[src/rtl/chcg_pkg.sv]
// ----------------------------------------------------------------------------
// chcg_pkg
// Shared types and constants of the cubic Hermite curve generator.
// ----------------------------------------------------------------------------
package chcg_pkg;

    localparam int CoordW = 16;
    localparam int TanW   = 20;
    localparam int OutW   = 24;
    localparam int SegW   = 10;
    localparam int SmpW   = 5;

    // configuration register indexes
    localparam logic CFG_PER_PIECE = 1'b0;
    localparam logic CFG_T_STEP    = 1'b1;

    typedef logic signed [CoordW-1:0] coord_t;
    typedef logic signed [TanW-1:0]   tan_t;

    // controller to datapath
    typedef struct packed {
        logic load;       // take the input word into the window
        logic start_seg;  // begin a segment, final or not
        logic final_seg;  // segment from the middle to the newest point
        logic first_tan;  // start tangent of the first segment is an end tangent
        logic step;       // evaluate one sample
        logic clear;      // curve ended
    } dp_cmd_t;

endpackage

[src/rtl/chcg_datapath.sv]
// ----------------------------------------------------------------------------
// chcg_datapath
// Point window, tangents and the sequential Horner evaluator, axes in turn.
// ----------------------------------------------------------------------------
module chcg_datapath
    import chcg_pkg::*;
(
    input  logic                   aclk,
    input  logic                   aresetn,
    input  dp_cmd_t                cmd,
    input  coord_t                 px,
    input  coord_t                 py,
    input  coord_t                 pz,
    input  logic [15:0]            t_in,
    output logic signed [OutW-1:0] qx,
    output logic signed [OutW-1:0] qy,
    output logic signed [OutW-1:0] qz,
    output logic                   done
);

    coord_t w_reg [3][3];
    tan_t   prev_reg [3];
    tan_t   s0_reg [3];
    tan_t   s1_reg [3];
    coord_t p0_reg [3];
    logic signed [CoordW:0] d_reg [3];
    logic signed [OutW-1:0] q_reg [3];
    logic [1:0] ax_reg;
    logic [1:0] ph_reg;
    logic busy_reg;
    logic signed [47:0] h_reg;
    logic signed [47:0] h_next;
    logic signed [64:0] prod;
    logic signed [TanW+4:0] ca;
    logic signed [TanW+4:0] cb;
    logic signed [47:0] addend;
    logic signed [47:0] rnd;
    logic [1:0] ax_nxt;
    logic [1:0] ax_seed;

    function automatic logic signed [TanW+4:0] coef_a(tan_t s0, tan_t s1,
                                                      logic signed [CoordW:0] d);
        return 25'(s0) + 25'(s1) - 25'(d) * 25'sd8;
    endfunction

    always_comb begin
        // cubic coefficient seeds axis 0 on a new sample, else the following axis
        ax_nxt  = (ax_reg == 2'd2) ? 2'd0 : ax_reg + 2'd1;
        ax_seed = cmd.step ? 2'd0 : ax_nxt;
        ca = coef_a(s0_reg[ax_seed], s1_reg[ax_seed], d_reg[ax_seed]);
        cb = 25'(d_reg[ax_reg]) * 25'sd12 - 25'(s0_reg[ax_reg]) * 25'sd2
           - 25'(s1_reg[ax_reg]);
        prod = h_reg * $signed({1'b0, t_in});
        case (ph_reg)
            2'd0:    addend = 48'(cb) <<< 16;
            2'd1:    addend = 48'(s0_reg[ax_reg]) <<< 16;
            default: addend = 48'(p0_reg[ax_reg]) <<< 18;
        endcase
        h_next = 48'(prod >>> 16) + addend;
        rnd = (h_next + 48'sd512) >>> 10;
    end

    always_ff @(posedge aclk) begin
        if (!aresetn) begin
            busy_reg <= 1'b0;
            done <= 1'b0;
            for (int a = 0; a < 3; a++) begin
                prev_reg[a] <= '0;
                for (int k = 0; k < 3; k++) w_reg[k][a] <= '0;
            end
        end else begin
            done <= busy_reg && !cmd.step && ph_reg == 2'd2 && ax_reg == 2'd2;
            if (cmd.clear) begin
                for (int a = 0; a < 3; a++) begin
                    prev_reg[a] <= '0;
                    for (int k = 0; k < 3; k++) w_reg[k][a] <= '0;
                end
            end else begin
                if (cmd.load) begin
                    w_reg[0] <= w_reg[1];
                    w_reg[1] <= w_reg[2];
                    w_reg[2][0] <= px;
                    w_reg[2][1] <= py;
                    w_reg[2][2] <= pz;
                end
                if (cmd.start_seg) begin
                    for (int a = 0; a < 3; a++) begin
                        logic signed [CoordW+1:0] dd;
                        logic signed [CoordW:0] d1;
                        logic signed [CoordW:0] d2;
                        dd = 18'(w_reg[2][a]) - 18'(w_reg[0][a]);
                        d1 = 17'(w_reg[1][a]) - 17'(w_reg[0][a]);
                        d2 = 17'(w_reg[2][a]) - 17'(w_reg[1][a]);
                        if (cmd.final_seg) begin
                            p0_reg[a] <= w_reg[1][a];
                            d_reg[a]  <= d2;
                            s0_reg[a] <= prev_reg[a];
                            s1_reg[a] <= TanW'(20'(d2) * 6 - 20'(dd));
                        end else begin
                            p0_reg[a] <= w_reg[0][a];
                            d_reg[a]  <= d1;
                            s0_reg[a] <= cmd.first_tan ? TanW'(20'(d1) * 6 - 20'(dd))
                                                       : prev_reg[a];
                            s1_reg[a] <= TanW'(20'(dd) * 2);
                            prev_reg[a] <= TanW'(20'(dd) * 2);
                        end
                    end
                end
            end
            if (cmd.step) begin
                busy_reg <= 1'b1;
                ax_reg <= 2'd0;
                ph_reg <= 2'd0;
                h_reg <= 48'(ca) <<< 16;
            end else if (busy_reg) begin
                if (ph_reg == 2'd2) begin
                    if (rnd > 48'sd8388607)       q_reg[ax_reg] <= 24'sh7fffff;
                    else if (rnd < -48'sd8388608) q_reg[ax_reg] <= -24'sh800000;
                    else                          q_reg[ax_reg] <= rnd[OutW-1:0];
                    ph_reg <= 2'd0;
                    if (ax_reg == 2'd2) begin
                        busy_reg <= 1'b0;
                    end else begin
                        ax_reg <= ax_nxt;
                        h_reg <= 48'(ca) <<< 16;
                    end
                end else begin
                    ph_reg <= ph_reg + 2'd1;
                    h_reg <= h_next;
                end
            end
        end
    end

    assign qx = q_reg[0];
    assign qy = q_reg[1];
    assign qz = q_reg[2];

endmodule

[src/rtl/chcg_controller.sv]
// ----------------------------------------------------------------------------
// chcg_controller
// Sequencer: point counting, segment and sample loops, output handshake.
// ----------------------------------------------------------------------------
module chcg_controller
    import chcg_pkg::*;
#(
    parameter int MAX_SEGMENTS = 1024,
    parameter int MAX_PER_PIECE = 32
) (
    input  logic             aclk,
    input  logic             aresetn,
    input  logic             in_valid,
    output logic             in_ready,
    input  logic             in_final,
    input  logic [5:0]       per_piece,
    input  logic [15:0]      t_step,
    output dp_cmd_t          cmd,
    output logic [15:0]      t_out,
    input  logic             dp_done,
    output logic             out_valid,
    input  logic             out_ready,
    output logic [SegW-1:0]  seg_out,
    output logic [SmpW-1:0]  smp_out,
    output logic             last_out
);

    localparam int CntW = $clog2(MAX_SEGMENTS + 2) + 1;
    localparam logic [2:0] S_IDLE = 3'd0, S_SEG = 3'd1, S_STEP = 3'd2,
                           S_WAIT = 3'd3, S_OUT = 3'd4;

    logic [2:0] state_reg;
    logic [CntW-1:0] n_reg;
    logic fin_reg, fseg_reg;
    logic [5:0] i_reg;
    logic [5:0] cnt;
    logic [21:0] tt;
    logic [CntW-1:0] segw;
    logic [CntW-1:0] segn;

    assign cnt = (per_piece > 6'(MAX_PER_PIECE)) ? 6'(MAX_PER_PIECE) : per_piece;
    assign tt = 22'(i_reg) * 22'(t_step);
    assign t_out = (tt > 22'd65535) ? 16'hffff : tt[15:0];
    assign in_ready = (state_reg == S_IDLE);
    // an empty segment passes through S_OUT without a word
    assign out_valid = (state_reg == S_OUT) && (cnt != 6'd0);
    assign segw = fseg_reg ? n_reg - CntW'(1) : n_reg - CntW'(2);
    assign segn = (segw >= CntW'(MAX_SEGMENTS)) ? segw - CntW'(MAX_SEGMENTS) : segw;
    assign seg_out = SegW'(segn);
    assign smp_out = i_reg[SmpW-1:0];
    assign last_out = (i_reg + 6'd1 == cnt) && (fseg_reg || !fin_reg);

    always_comb begin
        cmd = '0;
        cmd.load = in_valid && in_ready;
        cmd.start_seg = (state_reg == S_SEG);
        cmd.final_seg = fseg_reg;
        cmd.first_tan = (n_reg == CntW'(2));
        cmd.step = (state_reg == S_STEP);
        // curve state returns to zero once the flagged point is done
        cmd.clear = (state_reg == S_IDLE && in_valid && in_final && n_reg < CntW'(2)) ||
                    (state_reg == S_OUT && (out_ready || cnt == 6'd0) && fin_reg &&
                     fseg_reg && !(cnt != 6'd0 && i_reg + 6'd1 < cnt));
    end

    always_ff @(posedge aclk) begin
        if (!aresetn) begin
            state_reg <= S_IDLE;
            n_reg <= '0;
            fin_reg <= 1'b0;
            fseg_reg <= 1'b0;
            i_reg <= '0;
        end else begin
            case (state_reg)
                S_IDLE: if (in_valid) begin
                    fin_reg <= in_final;
                    fseg_reg <= 1'b0;
                    if (n_reg >= CntW'(2)) state_reg <= S_SEG;
                    else if (in_final) n_reg <= '0;
                    else n_reg <= n_reg + CntW'(1);
                end
                S_SEG: begin
                    i_reg <= '0;
                    state_reg <= (cnt == 6'd0) ? S_OUT : S_STEP;
                end
                S_STEP: state_reg <= S_WAIT;
                S_WAIT: if (dp_done) state_reg <= S_OUT;
                S_OUT: if (out_ready || cnt == 6'd0) begin
                    if (cnt != 6'd0 && i_reg + 6'd1 < cnt) begin
                        i_reg <= i_reg + 6'd1;
                        state_reg <= S_STEP;
                    end else if (fin_reg && !fseg_reg) begin
                        fseg_reg <= 1'b1;
                        state_reg <= S_SEG;
                    end else begin
                        state_reg <= S_IDLE;
                        if (fin_reg) n_reg <= '0;
                        else if (n_reg + CntW'(1) >= CntW'(2 + MAX_SEGMENTS))
                            n_reg <= n_reg + CntW'(1) - CntW'(MAX_SEGMENTS);
                        else n_reg <= n_reg + CntW'(1);
                    end
                end
                default: state_reg <= S_IDLE;
            endcase
        end
    end

`ifndef SYNTHESIS
    a_ready_idle: assert property (@(posedge aclk) disable iff (!aresetn)
        out_valid |-> !in_ready) else $error("accepts while a sample waits");
    a_hold: assert property (@(posedge aclk) disable iff (!aresetn)
        out_valid && !out_ready && cnt != 6'd0 |=> out_valid)
        else $error("sample dropped");
    a_idx: assert property (@(posedge aclk) disable iff (!aresetn)
        out_valid && cnt != 6'd0 |-> i_reg < cnt) else $error("sample index past count");
`endif

endmodule

[src/rtl/cubic_hermite_curve_generator.sv]
// ----------------------------------------------------------------------------
// cubic_hermite_curve_generator
// Streams 3-D control points in and cubic Hermite curve samples out.
// ----------------------------------------------------------------------------
// Each point from the third onward yields per_piece samples (at most 32) of the
// segment two back; the flagged last point also yields the final segment. A
// sample runs through a start step, nine Horner steps on one multiplier (three
// per axis, axes in turn), a done step and the output handshake. The input is
// held off while a point's segment, and for the flagged last point the second
// segment too, is worked off.
module cubic_hermite_curve_generator
    import chcg_pkg::*;
#(
    parameter int MAX_SEGMENTS = 1024,
    parameter int MAX_PER_PIECE = 32
) (
    input  logic        aclk,
    input  logic        aresetn,
    input  logic        s_tvalid,
    output logic        s_tready,
    input  logic [47:0] s_tdata,   // px, py, pz
    input  logic        s_tlast,   // final_point
    output logic        m_tvalid,
    input  logic        m_tready,
    output logic [87:0] m_tdata,   // qx, qy, qz, segment, sample, zero pad
    output logic        m_tlast,   // run_end
    input  logic        cfg_we,
    input  logic        cfg_addr,
    input  logic [15:0] cfg_wdata
);

    logic [5:0]  per_piece_reg;
    logic [15:0] t_step_reg;
    dp_cmd_t cmd;
    logic [15:0] t;
    logic done;
    logic signed [OutW-1:0] qx, qy, qz;
    logic [SegW-1:0] seg;
    logic [SmpW-1:0] smp;

    always_ff @(posedge aclk) begin
        if (!aresetn) begin
            per_piece_reg <= 6'd8;
            t_step_reg <= 16'd8192;
        end else if (cfg_we) begin
            if (cfg_addr == CFG_PER_PIECE) per_piece_reg <= cfg_wdata[5:0];
            else t_step_reg <= cfg_wdata;
        end
    end

    chcg_controller #(.MAX_SEGMENTS(MAX_SEGMENTS), .MAX_PER_PIECE(MAX_PER_PIECE)) u_ctrl (
        .aclk, .aresetn, .in_valid(s_tvalid), .in_ready(s_tready), .in_final(s_tlast),
        .per_piece(per_piece_reg), .t_step(t_step_reg), .cmd, .t_out(t), .dp_done(done),
        .out_valid(m_tvalid), .out_ready(m_tready), .seg_out(seg), .smp_out(smp),
        .last_out(m_tlast)
    );

    chcg_datapath u_dp (
        .aclk, .aresetn, .cmd, .px(s_tdata[15:0]), .py(s_tdata[31:16]),
        .pz(s_tdata[47:32]), .t_in(t), .qx, .qy, .qz, .done
    );

    assign m_tdata = {1'b0, smp, seg, qz, qy, qx};

endmodule

[config.mk]
export PLATFORM = sky130hd
export DESIGN_NAME = cubic_hermite_curve_generator
export DESIGN_NICKNAME = d
export VERILOG_FILES = /design/src/rtl/chcg_pkg.sv /design/src/rtl/chcg_datapath.sv /design/src/rtl/chcg_controller.sv /design/src/rtl/cubic_hermite_curve_generator.sv
export SDC_FILE = /design/constraint.sdc
export NUM_CORES = 2
export LEC_CHECK = 0
export ABC_AREA = 1
export BUFFER_PORTS_ARGS = -buffer_cell sky130_fd_sc_hd__clkbuf_2
export CELL_PAD_IN_SITES_DETAIL_PLACEMENT = 1
export CELL_PAD_IN_SITES_GLOBAL_PLACEMENT = 1
export CORE_MARGIN = 3
export CORE_UTILIZATION = 30
export CTS_BUF_LIST = sky130_fd_sc_hd__clkbuf_4 sky130_fd_sc_hd__clkbuf_8 sky130_fd_sc_hd__clkbuf_16
export DETAILED_ROUTE_END_ITERATION = 10
export PLACE_DENSITY = 0.51
export SLEW_MARGIN = 20
export SYNTH_ARGS = -nofsm -noshare
export SYNTH_HDL_FRONTEND = slang
export SYNTH_SLANG_ARGS = --single-unit
[constraint.sdc]
create_clock -name aclk -period 28.7 [get_ports aclk]
set_clock_uncertainty 0.05 [all_clocks]
set_input_delay 4.305 -clock aclk [delete_from_list [all_inputs] [get_ports aclk]]
set_output_delay 4.305 -clock aclk [all_outputs]
set_load 0.02 [all_outputs]
==> metrics.cfg <==
[outcome]
status=finished, final reports clean

[layout]
largest_reg_flops=144
nets=12200
drive_gt1_share_pct=5.30
area_growth_pct=9.37
final_util_pct=33.0

[critical_path]
rr_worst_depth=64
crit_family=adder cells
worstPathArrival_ns=17.42
endpoint_kind=flop
crit_end=u_dp.q_reg[0][8]
cp-start-kind=flop
crit_top_cell=nand2_1
r2r_slack_ns=11.64
cp.depth=64
setup.worst_path.start=u_ctrl.i_reg[1]
rr_endpoint=u_dp.q_reg[0][8]
cpPeakStageDelay_ns=0.91
cp_slowest_cell=dfxtp_1
r2r-start=u_ctrl.i_reg[1]
critPathKind=flop to flop
critical_path.n_buffers_inverters=6
crit_fanout=34
cp.required_ns=29.06

[clock_network]
cts_root_buffer=clkbuf_16
cts.hold.buffers_added=0
postCtsSetupRepairBufs=0
cts_buffers=83
cts.repair.resized=0
clock_latency_ns=0.73
cts_sinks=587
ctsLongestPathBuffers=3
path_clk_slew_ns=0.06
h-tree-depth=3
cts_tree=done

[worst_hold_path]
holdCritPathClass=flop to flop
min_path_cells=2

[yosys]
synth-seq-cells=587
synth_compound_area_share_pct=11.5
synth.distinct_cells=64
synthArstFlopShare_pct=0
synthFlopType=edfxtp_1
yosys-top-cells-count=2471 x nand2_1, 2381 x inv_1, 805 x fa_1, 759 x ha_1, 643 x a21oi_1
synthMuxAreaShare_pct=0.0125
synth_most_common_cell=nand2_1
synth_nets=12200
netlist_area_um2=80300
synth_top_family_by_area=adder cells
synth_warnings=0
syn_inst=10600
synth.largest_area_cell=fa_1
synthSimpleGateAreaFrac_pct=18.7
synth_edf_count=473
syn_area_per_cell_um2=7.59
synth_area_leaders=fa_1 20%, edfxtp_1 18%, ha_1 12%, nand2_1 12%, inv_1 11%
ys_seq_area_share_pct=20.5
synth_top_cell_area_share_pct=20.1
synth_fa_ha_area_share_pct=31.9
synth_xor_area_share_pct=4.33

[global_route]
grt.overflow.total=0
grt_pass1_vias=76400
grt_first_pass_wirelength_um=479000
antenna_found_initial=6
grt_max_degree=130
grt_usage_pct=23.2

[place]
port_buffers=160
pre_cts_slack_ns=11.52
hpwlAfterDp_um=259000
gp_congestion=0.909

[route]
wl_per_cell_um=22.4
dr_wl_met3_um=7900
num_vias=69000
route.met2.wl_um=161000
routed_wl_um=317000
route.detailed.drc=0
drtAntennaViolNets=0
vias_per_cell=4.87
routed.top_layer=met5
drt-met1-wl_um=136000
drt_iter0_drc=3045
drt-pass1-iter-count=7

[sta]
finalCriticalPeriod_ns=17.06
final_max_slew_viol_count=0
hold_viol=0
fin_hold_ws_ns=0.445
tightest_slew_ns=1.18
slew_headroom_pct=20.7
rsz0062_at_grt=false
setup_viol=0
max_freq_mhz=58.6
fin_setup_tns_ns=0
finalCritPeriodShare_pct=59.4
setup_ws_ns=11.64

[die]
die_h_um=523
die_area_um2=274000
initial_core_util_pct=30.2
fp.coreArea_um2=266000
io_pins=162
placementRows=189
die_w_um=523

[run]
cap_violations=0

[layout make-up]
type / instances / area, µm²
Antenna cell: 2 / 5.00
Clock buffer: 106 / 2360
Clock inverter: 47 / 548
Fill cell: 32300 / 178000
Inverter: 2390 / 8970
Multi-Input combinational cell: 7259 / 53500
Sequential cell: 587 / 16500
Tap cell: 3533 / 4420
Timing Repair Buffer: 249 / 1500
[kinds of logic after synthesis]
kind of cell	Yosys count
adders and majority gates	1564
muxes	1
AOI/OAI and AO/OA	1609
and+or+nand+nor	3689
other	1
buffers and inverters	2730
xor gates and xnor gates	395
DFF	587
[layout by cell type (no fill, tap or decap), types with 14 or more instances in the layout]
cell	count
xnor2_1	99
nand3b_1	14
o21ai_1	17
a22oi_1	21
edfxtp_1	473
a31o_2	18
clkbuf_16	87
clkbuf_2	160
a21boi_0	17
o31ai_1	29
o21bai_1	64
nor4_1	19
a31oi_1	60
ha_1	759
o2111ai_1	14
a21oi_1	643
fa_1	805
clkinv_2	15
o22ai_1	56
nand2_2	20
nor2_1	560
inv_1	2379
and2_1	16
dfxtp_1	112
nor3_1	79
o21ai_0	479
or2_2	80
a211oi_1	27
xor2_1	293
o221ai_1	68
buf_4	86
o211ai_1	21
a21o_1	39
nand3_1	345
nand4_1	62
nand2_1	2452
[worst min-delay path by stage]
stage | startpoint | endpoint | slack [ns]
finish | per_piece_reg[0] | per_piece_reg[0] | 0.45
global route | per_piece_reg[0] | per_piece_reg[0] | 0.48
CTS | per_piece_reg[0] | per_piece_reg[0] | 0.45
detailed placement | per_piece_reg[3] | per_piece_reg[3] | 0.44
global placement | per_piece_reg[0] | per_piece_reg[0] | 0.42
floorplan | per_piece_reg[0] | per_piece_reg[0] | 0.40
[per-layer routing]
layer  track usage, %  vias to the layer above
li1                 -                    33200
met1             28.4                    34600
met2             42.4                      924
met3             1.71                      330
met4             8.23                        2
met5                0                        -
[worst register-to-register path, delay by kind of cell (launching register included)]
kind                       cells  cell delay [ns]
xor gates and xnor gates       2             0.36
DFF                            1             0.91
adders and majority gates     12             5.47
buffers and inverters          6             0.42
AOI/OAI and AO/OA             14             4.24
and+or+nand+nor               30             5.34
[metrics by stage]
stage,instances,cell area [µm²]
global placement,14000,84900
finish,14200,87800
CTS,14200,87800
global route,14200,87800
floorplan,10600,80300
detailed placement,14000,84900
Power is left out: the tool's default activity adds up to more than one toggle a clock period on the data nets, which glitch-free logic cannot reach.
